--- src/sv/lpf_pkg.sv ---
// ----------------------------------------------------------------------------
// lpf_pkg
// Shared constants, types and codes of the page frame store and flush block.
// ----------------------------------------------------------------------------
package lpf_pkg;

  // Display geometry.
  localparam int SCREEN_WIDTH  = 128;
  localparam int SCREEN_HEIGHT = 64;
  localparam int PAGE_ROWS     = 8;
  localparam int NUM_PAGES     = (SCREEN_HEIGHT + PAGE_ROWS - 1) / PAGE_ROWS;
  localparam int STORE_SIZE    = NUM_PAGES * SCREEN_WIDTH;

  // Field and index widths.
  localparam int COORD_W = 16;
  localparam int ADDR_W  = $clog2(STORE_SIZE);
  localparam int PAGE_W  = (NUM_PAGES > 1) ? $clog2(NUM_PAGES) : 1;
  localparam int COL_W   = $clog2(SCREEN_WIDTH);
  localparam int BIT_W   = $clog2(PAGE_ROWS);

  // Page transmission: three header bytes, then one data byte per column.
  localparam int HEADER_LEN = 3;
  localparam int POS_W      = $clog2(SCREEN_WIDTH + HEADER_LEN);
  localparam int LAST_POS   = HEADER_LEN + SCREEN_WIDTH - 1;

  localparam logic [7:0] CMD_PAGE   = 8'hB0;
  localparam logic [7:0] CMD_COL_HI = 8'h10;
  localparam logic [7:0] CMD_COL_LO = 8'h00;

  // Configuration register indexes.
  localparam int CFG_IDX_W = 4;
  localparam logic [CFG_IDX_W-1:0] CFG_X_ORIGIN = CFG_IDX_W'(0);
  localparam logic [CFG_IDX_W-1:0] CFG_Y_ORIGIN = CFG_IDX_W'(1);

  // Command queue between front and back.
  localparam int QUEUE_DEPTH = 4;
  localparam int QUEUE_PTR_W = $clog2(QUEUE_DEPTH);
  localparam int QUEUE_CNT_W = $clog2(QUEUE_DEPTH + 1);

  // Input command codes.
  typedef enum logic [1:0] {
    OP_PIXEL = 2'd0,
    OP_CLEAR = 2'd1,
    OP_FLUSH = 2'd2,
    OP_TICK  = 2'd3
  } op_e;

  // Back-end sequencer states.
  typedef enum logic [1:0] {
    BK_SWEEP,
    BK_IDLE,
    BK_PIX_WR,
    BK_TICK_DATA
  } back_state_e;

  // One classified command as it travels through the queue.
  typedef struct packed {
    op_e               op;
    logic [PAGE_W-1:0] page;
    logic [COL_W-1:0]  col;
    logic [BIT_W-1:0]  bit_sel;
    logic              value;
  } queue_entry_t;

endpackage

--- src/sv/lpf_front.sv ---
// ----------------------------------------------------------------------------
// lpf_front
// Input side: origin registers, coordinate offset and clipping, queue fill.
// ----------------------------------------------------------------------------
module lpf_front import lpf_pkg::*; (
  input  logic                 clk,
  input  logic                 rst,
  // Configuration write channel.
  input  logic                 cfg_valid,
  output logic                 cfg_ready,
  input  logic [CFG_IDX_W-1:0] cfg_index,
  input  logic [15:0]          cfg_data,
  // Input item channel.
  input  logic                 push,
  output logic                 full,
  input  logic [1:0]           command,
  input  logic [COORD_W-1:0]   x_coord,
  input  logic [COORD_W-1:0]   y_coord,
  input  logic                 pixel_value,
  // Queue write side and back-end status.
  output logic                 q_wr,
  output queue_entry_t         q_entry,
  input  logic                 q_full,
  input  logic                 sweeping
);

  logic [COORD_W-1:0] x_origin;
  logic [COORD_W-1:0] y_origin;
  logic [COORD_W-1:0] x_off;
  logic [COORD_W-1:0] y_off;
  logic               on_screen;
  op_e                op;

  // Origin registers; unknown indexes are ignored.
  assign cfg_ready = 1'b1;

  always_ff @(posedge clk) begin
    if (rst) begin
      x_origin <= '0;
      y_origin <= '0;
    end else if (cfg_valid && cfg_ready) begin
      unique case (cfg_index)
        CFG_X_ORIGIN: x_origin <= cfg_data;
        CFG_Y_ORIGIN: y_origin <= cfg_data;
        default: ;
      endcase
    end
  end

  // Offset with a 16-bit wrap, then clip against the screen.
  assign x_off     = x_coord + x_origin;
  assign y_off     = y_coord + y_origin;
  assign on_screen = (x_off < COORD_W'(SCREEN_WIDTH)) && (y_off < COORD_W'(SCREEN_HEIGHT));
  assign op        = op_e'(command);

  // The input stalls while the queue is full or the store is being swept.
  assign full = q_full || sweeping;

  // Off-screen pixel writes are dropped here and never reach the queue.
  assign q_wr = push && !full && ((op != OP_PIXEL) || on_screen);

  always_comb begin
    q_entry.op      = op;
    q_entry.page    = PAGE_W'(y_off >> BIT_W);
    q_entry.col     = COL_W'(x_off);
    q_entry.bit_sel = y_off[BIT_W-1:0];
    q_entry.value   = pixel_value;
  end

endmodule

--- config.mk ---
export PLATFORM = sky130hd
export DESIGN_NAME = lpf_front
export DESIGN_NICKNAME = d
export VERILOG_FILES = /design/src/sv/lpf_pkg.sv /design/src/sv/lpf_front.sv
export SDC_FILE = /design/constraint.sdc
export NUM_CORES = 1
export LEC_CHECK = 0
export BUFFER_PORTS_ARGS = -buffer_cell sky130_fd_sc_hd__buf_2
export CORE_MARGIN = 10
export CORE_UTILIZATION = 45
export DETAILED_ROUTE_END_ITERATION = 10
export PLACE_DENSITY = 0.72
export SETUP_SLACK_MARGIN = 0.4
export SLEW_MARGIN = 20
export SYNTH_ARGS = -nofsm -noshare
export SYNTH_HDL_FRONTEND = slang
export SYNTH_SLANG_ARGS = --single-unit
export TNS_END_PERCENT = 1
--- constraint.sdc ---
create_clock -name clk -period 3.6 [get_ports clk]
set_clock_uncertainty 0.2 [all_clocks]
set_input_delay 0.36 -clock clk [delete_from_list [all_inputs] [get_ports clk]]
set_output_delay 0.36 -clock clk [all_outputs]
set_load 0.05 [all_outputs]
==> results.md <==
- The flow ran to the end, and the final reports show no timing, DRC or antenna violations.
- The normalized max-slew margin is 35.3%.
- The post-placement cell area is 3260 µm².
- The first global-routing pass estimated 13.2 mm of wire.
- The signal arrival time at the worst endpoint is 2.93 ns.
- Each instance of the synthesized netlist takes up on average 7.93 µm².
- Input and output buffers added on the ports amount to 76.
- The average wire per cell in the routed design is 16.1 µm.
- In this run, synthesis inferred 0 flip-flops with an integrated enable.
- The insertion delay to the later sink of the worst-skew pair is 0.28 ns.
- The post-synthesis cell area is 2770 µm².
- The setup path with the least slack is of type flip-flop to output pin.
- The half-perimeter wire length after placement is 6.49 mm.
- The category of the worst setup path capture point is an output pin.
- The fmax is 286 MHz.
- The total area inside the core boundary comes to 5960 µm².
- The count of distinct cell types in the synthesized netlist is 60.
- Of the available clock period, the critical path in the final layout requires 97.0%.
- The die covers 9700 µm².
- Broken down by cell family, the worst path's largest delay share belongs to compound AO/OA/AOI/OAI gates.
- The number of detailed-routing iterations run before antenna repair is 4.
- The number of H-tree levels is 2.
- Entering global routing, the biggest net connects 33 pins.
- In this run, the clock network consumes 36.2% of the power.
- Along the worst path, the maximum fanout reaches 3.
- The total power divided by cell area is 271 nW/µm².
- TritonCTS built the clock tree.
- For the finished layout, the period the worst path requires is 3.49 ns.
- Setup total negative slack on the finished layout was measured at 0 ns.
- The Yosys step of the flow raised 0 warnings.
- The share of power burned in registers is 38.2%.
- The cell area after layout is 3500 µm².
- The clock slew at the register clock pins of the worst setup and hold paths is 0.07 ns.
- For this run, the register share of the synthesized area comes to 23.1%.
- The hold buffer count at CTS is 0.
- For this block, the initial DRC count from the detailed router was 135.
- The count of max-cap constraint violations is 0.
- The clock net sink count is 32.
- The cell count after synthesis came out at 350.
- Overall power consumption after layout is estimated at 0.949 mW.
- In the routed design, unresolved DRC markers number 0.
- The required time of the critical path is 3.04 ns.
- 80 I/O pins were placed.
- Setup violations remaining at the end of the flow were counted as 0.
- The total overflow left after global routing is 0.
- The largest single stage delay on the critical path is 0.40 ns.
- The number of clock buffers added by TritonCTS is 5.
- Across all layers, the routed design uses 2851 vias.
- The worst hold path begins at cfg_data[1].
- STA classifies the critical path startpoint as a flip-flop.
- The combinational share of power is 25.7%.
- The clock passes through at most 2 buffers.
- The number of nets in the final layout is 525.
- The number of endpoints with negative hold slack in the final report is 0.
- The initialized floorplan defines 28 standard-cell rows.
- The leakage component of the power is 1.64 nW.
- The path class of the tightest hold or removal check is input port to flip-flop.
- The first element of the critical path is y_origin[0]$_SDFFE_PP0P_.
- The proportion of synthesized flip-flops having asynchronous set or reset is 0%.
- The maximum ir drop on the vdd rail is 0.244 mV.
- The initial antenna violation count came to 0.
- Setup repair after global routing could not meet its margin everywhere.
- The origin of the critical flop-to-flop path is y_origin[7]$_SDFFE_PP0P_.
- The number of buffers and inverters on the critical path is 2.
- The number of nets in the synthesized netlist is 443.
- From left edge to right edge, the die measures 98.5 µm.
- The final max-slew violation count is 0.
- For this design the total switching power over the nets is 0.293 mW.
- The height of the chip is 98.5 µm.
- The transition time of the tightest slew-check pin is 0.968 ns.
- For this configuration, the core starts out at a cell density of 46.6%.
- Timing analysis after detailed placement gives a worst setup slack of 0.000281 ns.
- The area overhead of the layout relative to synthesis is 26.3%.
- Of the total power, the share spent switching nets is 30.9%.
- In the post-route analysis, the smallest setup slack over all paths is 0.108 ns.
- The number of global-route vias before repair is 2832.
- The tightest hold margin is 0.114 ns.
- The cell-internal power is 0.656 mW.
- The via-per-instance ratio is 5.61.
- At the end of routability-driven placement, the weighted congestion stood at 0.936.
- The critical-path cell with the highest stage delay is o311a_2.
- The cell sitting at the root of the clock tree is a clkbuf_8.
- The signal on the critical path passes through ha_2 -> inv_1 -> fa_2 -> nor2b_2 -> o31a_1 -> o41ai_4 -> o311a_2 -> a2111oi_2 -> nand4_1 -> nand2_4 -> buf_8.
- The share of final-layout standard cells stronger than drive strength 1 is 30.5%.
- The antenna diode count is 0.
- Among all flip-flop cells after synthesis, the most frequent one is dfxtp_1.
- The overall routing resource usage is 16.0%.
- In this run, synthesis produced a sequential element count of 32.
- The final antenna-violating net count is 0.
- After detailed routing, the total wire length is 8.17 mm.
synthesized netlist by cell type, types with 6 or more instances:
master     n  area (µm²)
a21oi_1   30         150
clkbuf_1   7        26.3
dfxtp_1   32         641
ha_1      30         375
inv_1     15        56.3
mux2i_1   19         190
nand2_1   52         195
nand3_1   10        50.1
nor2_1    36         135
nor3_1     7        35.0
o211ai_1   6        45.0
o21ai_0    9        45.0
xnor2_1    6        52.6
final cells by class:
type	instances	area (µm²)
fill	554	2450
sequential	32	643
clock buffer	6	72.6
tap	75	93.8
clock inverter	2	35.0
inverter	15	56.3
timing repair buffer	88	480
multi-input combinational	290	2120
flip-flops by register name, summed over array words and instances, names as in the netlist:
| signal | flops |
|---|---|
| x_origin | 16 |
| y_origin | 16 |
layer usage:
| metal | part of all wire (%) | up-vias | track usage, % |
|---|---|---|---|
| li1 | - | 1449 | - |
| met1 | 44 | 1297 | 19.8 |
| met2 | 49 | 98 | 27.5 |
| met3 | 6.8 | 7 | 3.28 |
| met4 | 1.1 | 0 | 3.97 |
| met5 | 0 | - | 0 |
cell usage in the layout, fill, tap and decap left out, drive strengths merged, types with 5 or more instances in the layout:
cell and n:
a21oi 33, buf 88, clkbuf 6, dfxtp 32
ha 30, inv 15, mux2i 19, nand2 52
nand3 10, nand4 5, nor2 36, nor2b 5
nor3 7, o211ai 6, o21ai 10, or3 5
xnor2 6, xor2 5
stage by stage:
step | utilization, % | cells
3_5_place_dp | 54.7 | 497
2_1_floorplan | - | 350
3_3_place_gp | 54.7 | 497
4_1_cts | 57.5 | 507
5_1_grt | 58.8 | 508
6_report | 58.8 | 508
what timing repair did:
action / CTS / global route
pin swaps: 10 / 16
buffers inserted: 2 / 1
gates resized for setup: 10 / 15
endpoints found under the setup margin: 1 / 1
cloned: 0 / 0
worst paths after layout:
| kind | to | slack [ns] | depth (start not counted) |
|---|---|---|---|
| setup / recovery | q_wr | 0.11 | 11 |
| hold / removal | x_origin[1]$_SDFFE_PP0P_ | 0.11 | 3 |
| setup reg to reg | y_origin[7]$_SDFFE_PP0P_ | 2.70 | 2 |
| hold reg to reg | x_origin[8]$_SDFFE_PP0P_ | 0.26 | 2 |
worst min-delay path, stage by stage:
cell,delay (ns)
buf_2,0.10
nand2_1,0.05
a21oi_1,0.05
kinds of logic after synthesis:
logic type,Yosys count,share of synthesized area (%)
AOI/OAI and AO/OA,90,23.8
xor gates and xnor gates,11,3.47
adders and majority gates,32,15.0
buffers and inverters,28,4.87
DFF,32,23.1
muxes,19,6.86
other,1,0.135
and+or+nand+nor,137,22.8
power by group through the flow:
stage / clock network [mW] / registers [mW] / logic, mW
2_1_floorplan: 0 / 0.368 / 0.165
3_3_place_gp: 0 / 0.369 / 0.229
3_5_place_dp: 0 / 0.370 / 0.232
4_1_cts: 0.347 / 0.362 / 0.237
5_1_grt: 0.359 / 0.362 / 0.266
6_report: 0.343 / 0.362 / 0.244
No activity file was read; power rests on OpenSTA's default activity.
