### src/sv/lpf_pkg.sv
// ----------------------------------------------------------------------------
// lpf_pkg
// Shared constants, types and codes of the page frame store and flush block.
// ----------------------------------------------------------------------------
package lpf_pkg;

  // Display geometry.
  localparam int SCREEN_WIDTH  = 128;
  localparam int SCREEN_HEIGHT = 64;
  localparam int PAGE_ROWS     = 8;
  localparam int NUM_PAGES     = (SCREEN_HEIGHT + PAGE_ROWS - 1) / PAGE_ROWS;
  localparam int STORE_SIZE    = NUM_PAGES * SCREEN_WIDTH;

  // Field and index widths.
  localparam int COORD_W = 16;
  localparam int ADDR_W  = $clog2(STORE_SIZE);
  localparam int PAGE_W  = (NUM_PAGES > 1) ? $clog2(NUM_PAGES) : 1;
  localparam int COL_W   = $clog2(SCREEN_WIDTH);
  localparam int BIT_W   = $clog2(PAGE_ROWS);

  // Page transmission: three header bytes, then one data byte per column.
  localparam int HEADER_LEN = 3;
  localparam int POS_W      = $clog2(SCREEN_WIDTH + HEADER_LEN);
  localparam int LAST_POS   = HEADER_LEN + SCREEN_WIDTH - 1;

  localparam logic [7:0] CMD_PAGE   = 8'hB0;
  localparam logic [7:0] CMD_COL_HI = 8'h10;
  localparam logic [7:0] CMD_COL_LO = 8'h00;

  // Configuration register indexes.
  localparam int CFG_IDX_W = 4;
  localparam logic [CFG_IDX_W-1:0] CFG_X_ORIGIN = CFG_IDX_W'(0);
  localparam logic [CFG_IDX_W-1:0] CFG_Y_ORIGIN = CFG_IDX_W'(1);

  // Command queue between front and back.
  localparam int QUEUE_DEPTH = 4;
  localparam int QUEUE_PTR_W = $clog2(QUEUE_DEPTH);
  localparam int QUEUE_CNT_W = $clog2(QUEUE_DEPTH + 1);

  // Input command codes.
  typedef enum logic [1:0] {
    OP_PIXEL = 2'd0,
    OP_CLEAR = 2'd1,
    OP_FLUSH = 2'd2,
    OP_TICK  = 2'd3
  } op_e;

  // Back-end sequencer states.
  typedef enum logic [1:0] {
    BK_SWEEP,
    BK_IDLE,
    BK_PIX_WR,
    BK_TICK_DATA
  } back_state_e;

  // One classified command as it travels through the queue.
  typedef struct packed {
    op_e               op;
    logic [PAGE_W-1:0] page;
    logic [COL_W-1:0]  col;
    logic [BIT_W-1:0]  bit_sel;
    logic              value;
  } queue_entry_t;

endpackage

### src/sv/lpf_cmd_fifo.sv
// ----------------------------------------------------------------------------
// lpf_cmd_fifo
// Short command queue that decouples the front from the back end.
// ----------------------------------------------------------------------------
module lpf_cmd_fifo import lpf_pkg::*; (
  input  logic         clk,
  input  logic         rst,
  input  logic         wr_en,
  input  queue_entry_t wr_data,
  input  logic         rd_en,
  output queue_entry_t rd_data,
  output logic         fifo_full,
  output logic         fifo_empty
);

  queue_entry_t           slots [QUEUE_DEPTH];
  logic [QUEUE_PTR_W-1:0] wr_ptr;
  logic [QUEUE_PTR_W-1:0] rd_ptr;
  logic [QUEUE_CNT_W-1:0] count;
  logic                   do_wr;
  logic                   do_rd;

  assign fifo_full  = (count == QUEUE_CNT_W'(QUEUE_DEPTH));
  assign fifo_empty = (count == '0);
  assign do_wr      = wr_en && !fifo_full;
  assign do_rd      = rd_en && !fifo_empty;
  assign rd_data    = slots[rd_ptr];

  // Entry storage.
  always_ff @(posedge clk) begin
    if (do_wr) begin
      slots[wr_ptr] <= wr_data;
    end
  end

  // Pointers and fill count.
  always_ff @(posedge clk) begin
    if (rst) begin
      wr_ptr <= '0;
      rd_ptr <= '0;
      count  <= '0;
    end else begin
      if (do_wr) begin
        wr_ptr <= (wr_ptr == QUEUE_PTR_W'(QUEUE_DEPTH - 1)) ? '0 : wr_ptr + 1'b1;
      end
      if (do_rd) begin
        rd_ptr <= (rd_ptr == QUEUE_PTR_W'(QUEUE_DEPTH - 1)) ? '0 : rd_ptr + 1'b1;
      end
      if (do_wr && !do_rd) begin
        count <= count + 1'b1;
      end else if (do_rd && !do_wr) begin
        count <= count - 1'b1;
      end
    end
  end

endmodule

### config.mk
export PLATFORM = sky130hd
export DESIGN_NAME = lpf_cmd_fifo
export DESIGN_NICKNAME = d
export VERILOG_FILES = /design/src/sv/lpf_pkg.sv /design/src/sv/lpf_cmd_fifo.sv
export SDC_FILE = /design/constraint.sdc
export NUM_CORES = 1
export LEC_CHECK = 0
export BUFFER_PORTS_ARGS = -buffer_cell sky130_fd_sc_hd__buf_2
export CAP_MARGIN = 0
export CORE_AREA = 2 2 75 77
export CTS_CLUSTER_DIAMETER = 100
export DETAILED_ROUTE_END_ITERATION = 8
export DIE_AREA = 0 0 77 79
export PLACE_DENSITY = 0.78
export SETUP_SLACK_MARGIN = 0.2
export SYNTH_ARGS = -nofsm -noshare
export SYNTH_HDL_FRONTEND = slang
export SYNTH_SLANG_ARGS = --single-unit
### constraint.sdc
create_clock -name clk -period 6.4 [get_ports clk]
set_input_delay 1.28 -clock clk [delete_from_list [all_inputs] [get_ports clk]]
set_output_delay 1.28 -clock clk [all_outputs]
set_load 0.005 [all_outputs]
==> results of run 1 <==
## power groups by stage
stage                     Combinational, mW  Sequential, mW  Clock [mW]
after floorplan                       0.186           0.605           0
after global placement                0.224           0.635           0
after detailed placement              0.237           0.643           0
after CTS                             0.237           0.633       0.285
after global routing                  0.256           0.639       0.302
final                                 0.232           0.630       0.280
## synth_stat cells
cell type	number
or3b_1	1
a21oi_1	3
mux2i_1	2
clkbuf_1	1
or3_1	2
and3_1	4
buf_6	2
xor2_1	2
nor2_1	3
nor3_1	2
bufinv_8	1
inv_1	3
buf_2	2
o21ai_1	1
edfxtp_1	64
buf_1	1
ha_1	6
nand2_1	1
o31ai_2	2
o21ai_0	1
mux4_2	16
clkinv_4	1
fa_1	1
nor2_2	1
dfxtp_1	9
nand3_1	2
## cell families after synthesis
family / after synthesis / synth area share
adder cells (fa/ha/maj): 7 / 0.0338
buffers and inverters: 11 / 0.0276
AND/OR/NAND/NOR: 16 / 0.0312
flip-flops: 73 / 0.748
XOR/XNOR: 2 / 0.00623
AO/OA/AOI/OAI: 7 / 0.0178
multiplexers: 18 / 0.135
## state kept, by name, summed over array words and instances, names as in the netlist, named ones only
| signal | cells |
|---|---|
| count | 3 |
| rd_ptr | 2 |
| slots | 64 |
| wr_ptr | 2 |
## layer usage
layer | track usage | routed length, um | vias to the layer above
met1 | 0.170 | 1660 | 680
met3 | 0.0477 | 229 | 9
met5 | 0 | 0 | -
met2 | 0.289 | 2570 | 35
li1 | - | - | 625
met4 | 0.0911 | 64 | 0
## critical path, stage by stage (launching register included)
cell and delay [ns]:
dfxtp_1 1.02, mux4_2 0.63, buf_2 0.15
## cell type report
| class | instances | area (um2) | area share |
|---|---|---|---|
| Clock buffer | 9 | 124 | 0.0388 |
| Clock inverter | 6 | 26.3 | 0.00822 |
| Inverter | 5 | 37.5 | 0.0117 |
| Multi-Input combinational cell | 50 | 631 | 0.197 |
| Sequential cell | 73 | 2100 | 0.658 |
| Tap cell | 72 | 90.1 | 0.0282 |
| Timing Repair Buffer | 37 | 185 | 0.0579 |
## through the flow
stage	utilization	worst slack, ns	hold slack, ns
after detailed placement	0.571	3.25	0.506
final	0.599	2.99	0.524
after floorplan	-	3.61	0.463
after global placement	0.571	3.28	0.474
after CTS	0.599	2.89	0.514
after global routing	0.599	2.79	0.534
## path summary, 6_finish.rpt
kind	end	slack [ns]
worst max-delay path	rd_data[1]	2.99
worst min-delay path	flop	0.52
worst max register to register	count[2]$_SDFFE_PP0P_	4.05
worst min register to register	flop	0.52
==> run metrics, run 1 <==
run status=finished, final reports clean; initial antenna violation count=0; total number of vias=1,349; final setup fails=0; Via density=5.35; Ys Warns=0; most frequent cells in the layout=edfxtp_1, buf_2, mux4_2; Initial DRC Count=69; Synth area leader=edfxtp_1; crit path kind=flop to output pin; Port Buffers=37; layout cells sized above 1=0.389; Core Box Area=5340 um2; Critical Path Sink Type=output pin; register area share after synthesis=0.748; unrepaired setup endpoints after global routing=false; net load switching power=300 uW; FF-to-FF path depth=9; P per Cell Area=357 nW/um2; setup bufs post-CTS=0; Synth area leaders=edfxtp_1, mux4_2, dfxtp_1; Clock Power Share=0.245; total iterations of the first detailed-routing run=4; vias in the first global route=1,460; HP Start=rd_ptr[0]$_SDFFE_PP0P_; post-CTS sizing=0; combinational power share=0.203; unique cell type count in the Yosys netlist=26; period utilisation layout=0.532; Nets=203; Clock Path Buffers=2; Cell Area, Placed=3050 um2; chip height=79 um; number of diodes=0; hold path cells=2; initial core utilization=0.526; CTS tree=built; Mapped Nets=161; P_int=843 uW; Post-CTS Hold Buffers=0; Die Wd=77 um; Yosys top cell area share=0.684; Startpoint Class=flop; post-route insts no fill=252; CTS Sinks=73; DRC errors left=0; Max VDD drop=0.158 mV; Total Routed Length=4520 um; largest net degree at the start of global routing=17; Clock transition at path regs=0.07 ns; row cnt=27; total power=1.14 mW; global-route wire length before repair=6990 um; Root Buffer=clkbuf_8; RR Startpoint=count[0]$_SDFFE_PP0P_; Synth Area per Inst=21.0 um2; Worst-Skew Late Latency=0.33 ns; Slew headroom=0.296; register share of total power=0.552; Final Hold Viols=0; GRT Total Usage=0.161; final instance area=3200 um2; Yosys reg bits=73; Fmax=293 MHz; Synth Cell Area=2810 um2; Slew Viols, Final=0; most common cell after layout, fill and taps aside=edfxtp_1; TritonCTS Buffers=9; clock skew=0.00400 ns; post-layout min period=3.41 ns; GP Congestion=0.694; Inst Count DP=237; Leak Pwr=1.13 nW; CTS H-tree depth=3; Detail Route Antenna Nets=0; full die area=6080 um2; Worst Max-Slew Pin Slew=1.05 ns; setup_tns=0 ns; area grow syn2layout=13.7%; hpwl dp=3050 um; IO Pins=38; gr ovfl total=0; Cells after Synth=134; min-delay worst type=flop to flop; fill count=411; crit path DAT=2.13 ns; CP max FO=16; Max Cap Viol=0; Sw Share=0.262; worst endpoint required time=5.12 ns; WL/cell=17.9 um
Note: power is estimated with default switching activity, not from simulation.
==> inputs of run 2 (changes only) <==
Settings changed: CORE_AREA 2 2 75 77 to 2 2 78 80, DIE_AREA 0 0 77 79 to 0 0 80 82, PLACE_DENSITY 0.78 to 0.76.
Clock period 6.4 ns to 3 ns, I/O delays scaled along.
==> run 2 against run 1 <==
Net effect:
- highest routed layer unchanged
- hold slack got worse by 0.056 ns
- combinational power rose by 140%
- flip-flop and latch count did not move
- routed wire length rose by 0.55%
- final cell count rose by 2.0%
- die area rose by 7.8%
- core utilization fell by 2.7 points
- largest cell class unchanged
- critical path type unchanged
- total power rose by 140%
==> run metrics, run 2 (same netlist as run 1, synthesis figures left out) <==
run status=finished, final reports clean; Clock Power Share=0.313; FF/Latch Area=2100 um2; Detail Route Antenna Nets=0; initial core utilization=0.489; Die Wd=80 um; register share of total power=0.483; Final Core Density=0.572; Worst Setup EP=rd_data[5]; fin worst setup slack=0.634 ns; clock skew=0.0124 ns; Max Cap Viol=0; CP max FO=16; CP cell instances=mux4_2, buf_2; DRC errors left=0; CTS Sinks=73; largest net degree at the start of global routing=17; final setup fails=0; Sw Share=0.257; Cell Area, Placed=3060 um2; RR Startpoint=count[0]$_SDFFE_PP0P_; reg2reg setup slack=0.69 ns; P_int=2.00 mW; met2 Resource Use GR=0.268; WL/cell=17.7 um; Worst Max-Slew Pin Slew=0.853 ns; Leak Pwr=1.17 nW; Core Box Area=5750 um2; GRT Total Usage=0.153; number of diodes=0; gr ovfl total=0; Via density=5.26; unrepaired setup endpoints after global routing=false; total iterations of the first detailed-routing run=4; fill count=448; Final Hold Viols=0; Critical Path Stages=2; period utilisation layout=0.789; net load switching power=692 uW; met1 usage=0.169; Worst-Skew Late Latency=0.34 ns; full die area=6560 um2; max reg flops=64; most frequent cells in the layout=edfxtp_1, buf_2, mux4_2; initial antenna violation count=0; post-CTS sizing=0; Fmax=423 MHz; Initial DRC Count=45; RR Endpoint=count[2]$_SDFFE_PP0P_; CTS H-tree depth=3; Biggest register=slots; chip height=82 um; area grow syn2layout=16.9%; Nets=204; Largest regs=slots x64, count x3; area of the multi-input gates=631 um2; setup bufs post-CTS=0; final instance area=3280 um2; row cnt=28; Clock Path Buffers=2; Clock transition at path regs=0.08 ns; crit path kind=flop to output pin; layout cells sized above 1=0.412; Root Buffer=clkbuf_8; TritonCTS Buffers=9; FF-to-FF path depth=9; setup_tns=0 ns; worst endpoint required time=2.40 ns; GRT Max-Usage Layer=met2; GP Congestion=0.698; P per Cell Area=819 nW/um2; met3 Use GR=0.0538; CP peak stage delay=0.85 ns; vias in the first global route=1,455; Slew Viols, Final=0; total power=2.69 mW; Slew headroom=0.431; CP bufs+invs=1; hpwl dp=2970 um; pre-CTS setup slack=0.583 ns; Max VDD drop=0.386 mV; min-delay worst type=primary input to flop; total number of vias=1,352; Port Buffers=37; global-route wire length before repair=7090 um; Startpoint Class=flop; post-layout min period=2.37 ns; CTS tree=built; critical path's slowest cell=dfxtp_1; most common cell after layout, fill and taps aside=edfxtp_1; crit path DAT=1.77 ns; combinational power share=0.204; cell family with most CP delay=flip-flops; IO Pins=38; Post-CTS Hold Buffers=0; Critical Path Sink Type=output pin; Total Routed Length=4550 um
run 2: cell types whose count changed in the layout (fill, tap and decap cells not counted), sizes merged:
cell,previous run,this run
inv,3,4
bufinv,1,3
buf,37,38
clkinv,7,3
clkinvlp,0,2
run 2: routing by layer:
metal | up-vias | wire [um]
met1 | 683 | 1780
met5 | - | 0
li1 | 621 | -
met2 | 46 | 2420
met4 | 0 | 14
met3 | 2 | 336
run 2: power by group through the flow:
stage | clock network, mW | registers (mW) | logic (mW)
global route | 0.897 | 1.31 | 0.609
CTS | 0.856 | 1.30 | 0.562
floorplan | 0 | 1.29 | 0.397
global placement | 0 | 1.31 | 0.534
finish | 0.842 | 1.30 | 0.548
detailed placement | 0 | 1.32 | 0.559
run 2: worst min path at each step:
stage,start,endpoint,slack (ns),cells after the start
global placement,rd_ptr[0]$_SDFFE_PP0P_,rd_ptr[0]$_SDFFE_PP0P_,0.48,2
floorplan,rd_ptr[0]$_SDFFE_PP0P_,flop,0.46,2
CTS,wr_data[11],slots[0][11]$_DFFE_PP_,0.46,1
finish,wr_data[13],slots[3][13]$_DFFE_PP_,0.47,1
global route,wr_data[7],slots[0][7]$_DFFE_PP_,0.45,1
detailed placement,rd_ptr[0]$_SDFFE_PP0P_,rd_ptr[0]$_SDFFE_PP0P_,0.49,2
run 2: layout make-up:
cell class              instances  area share
flip-flops and latches         73       0.640
multi-input cells              50       0.192
repair buffers                 38      0.0587
clock buffers                   9      0.0377
clock inverters                 7      0.0316
well taps                      75      0.0286
inverters                       5      0.0114
run 2: through the flow:
stage	std cells	hold slack [ns]
floorplan	134	0.463
CTS	257	0.456
global route	257	0.451
detailed placement	241	0.490
finish	257	0.468
global placement	241	0.481
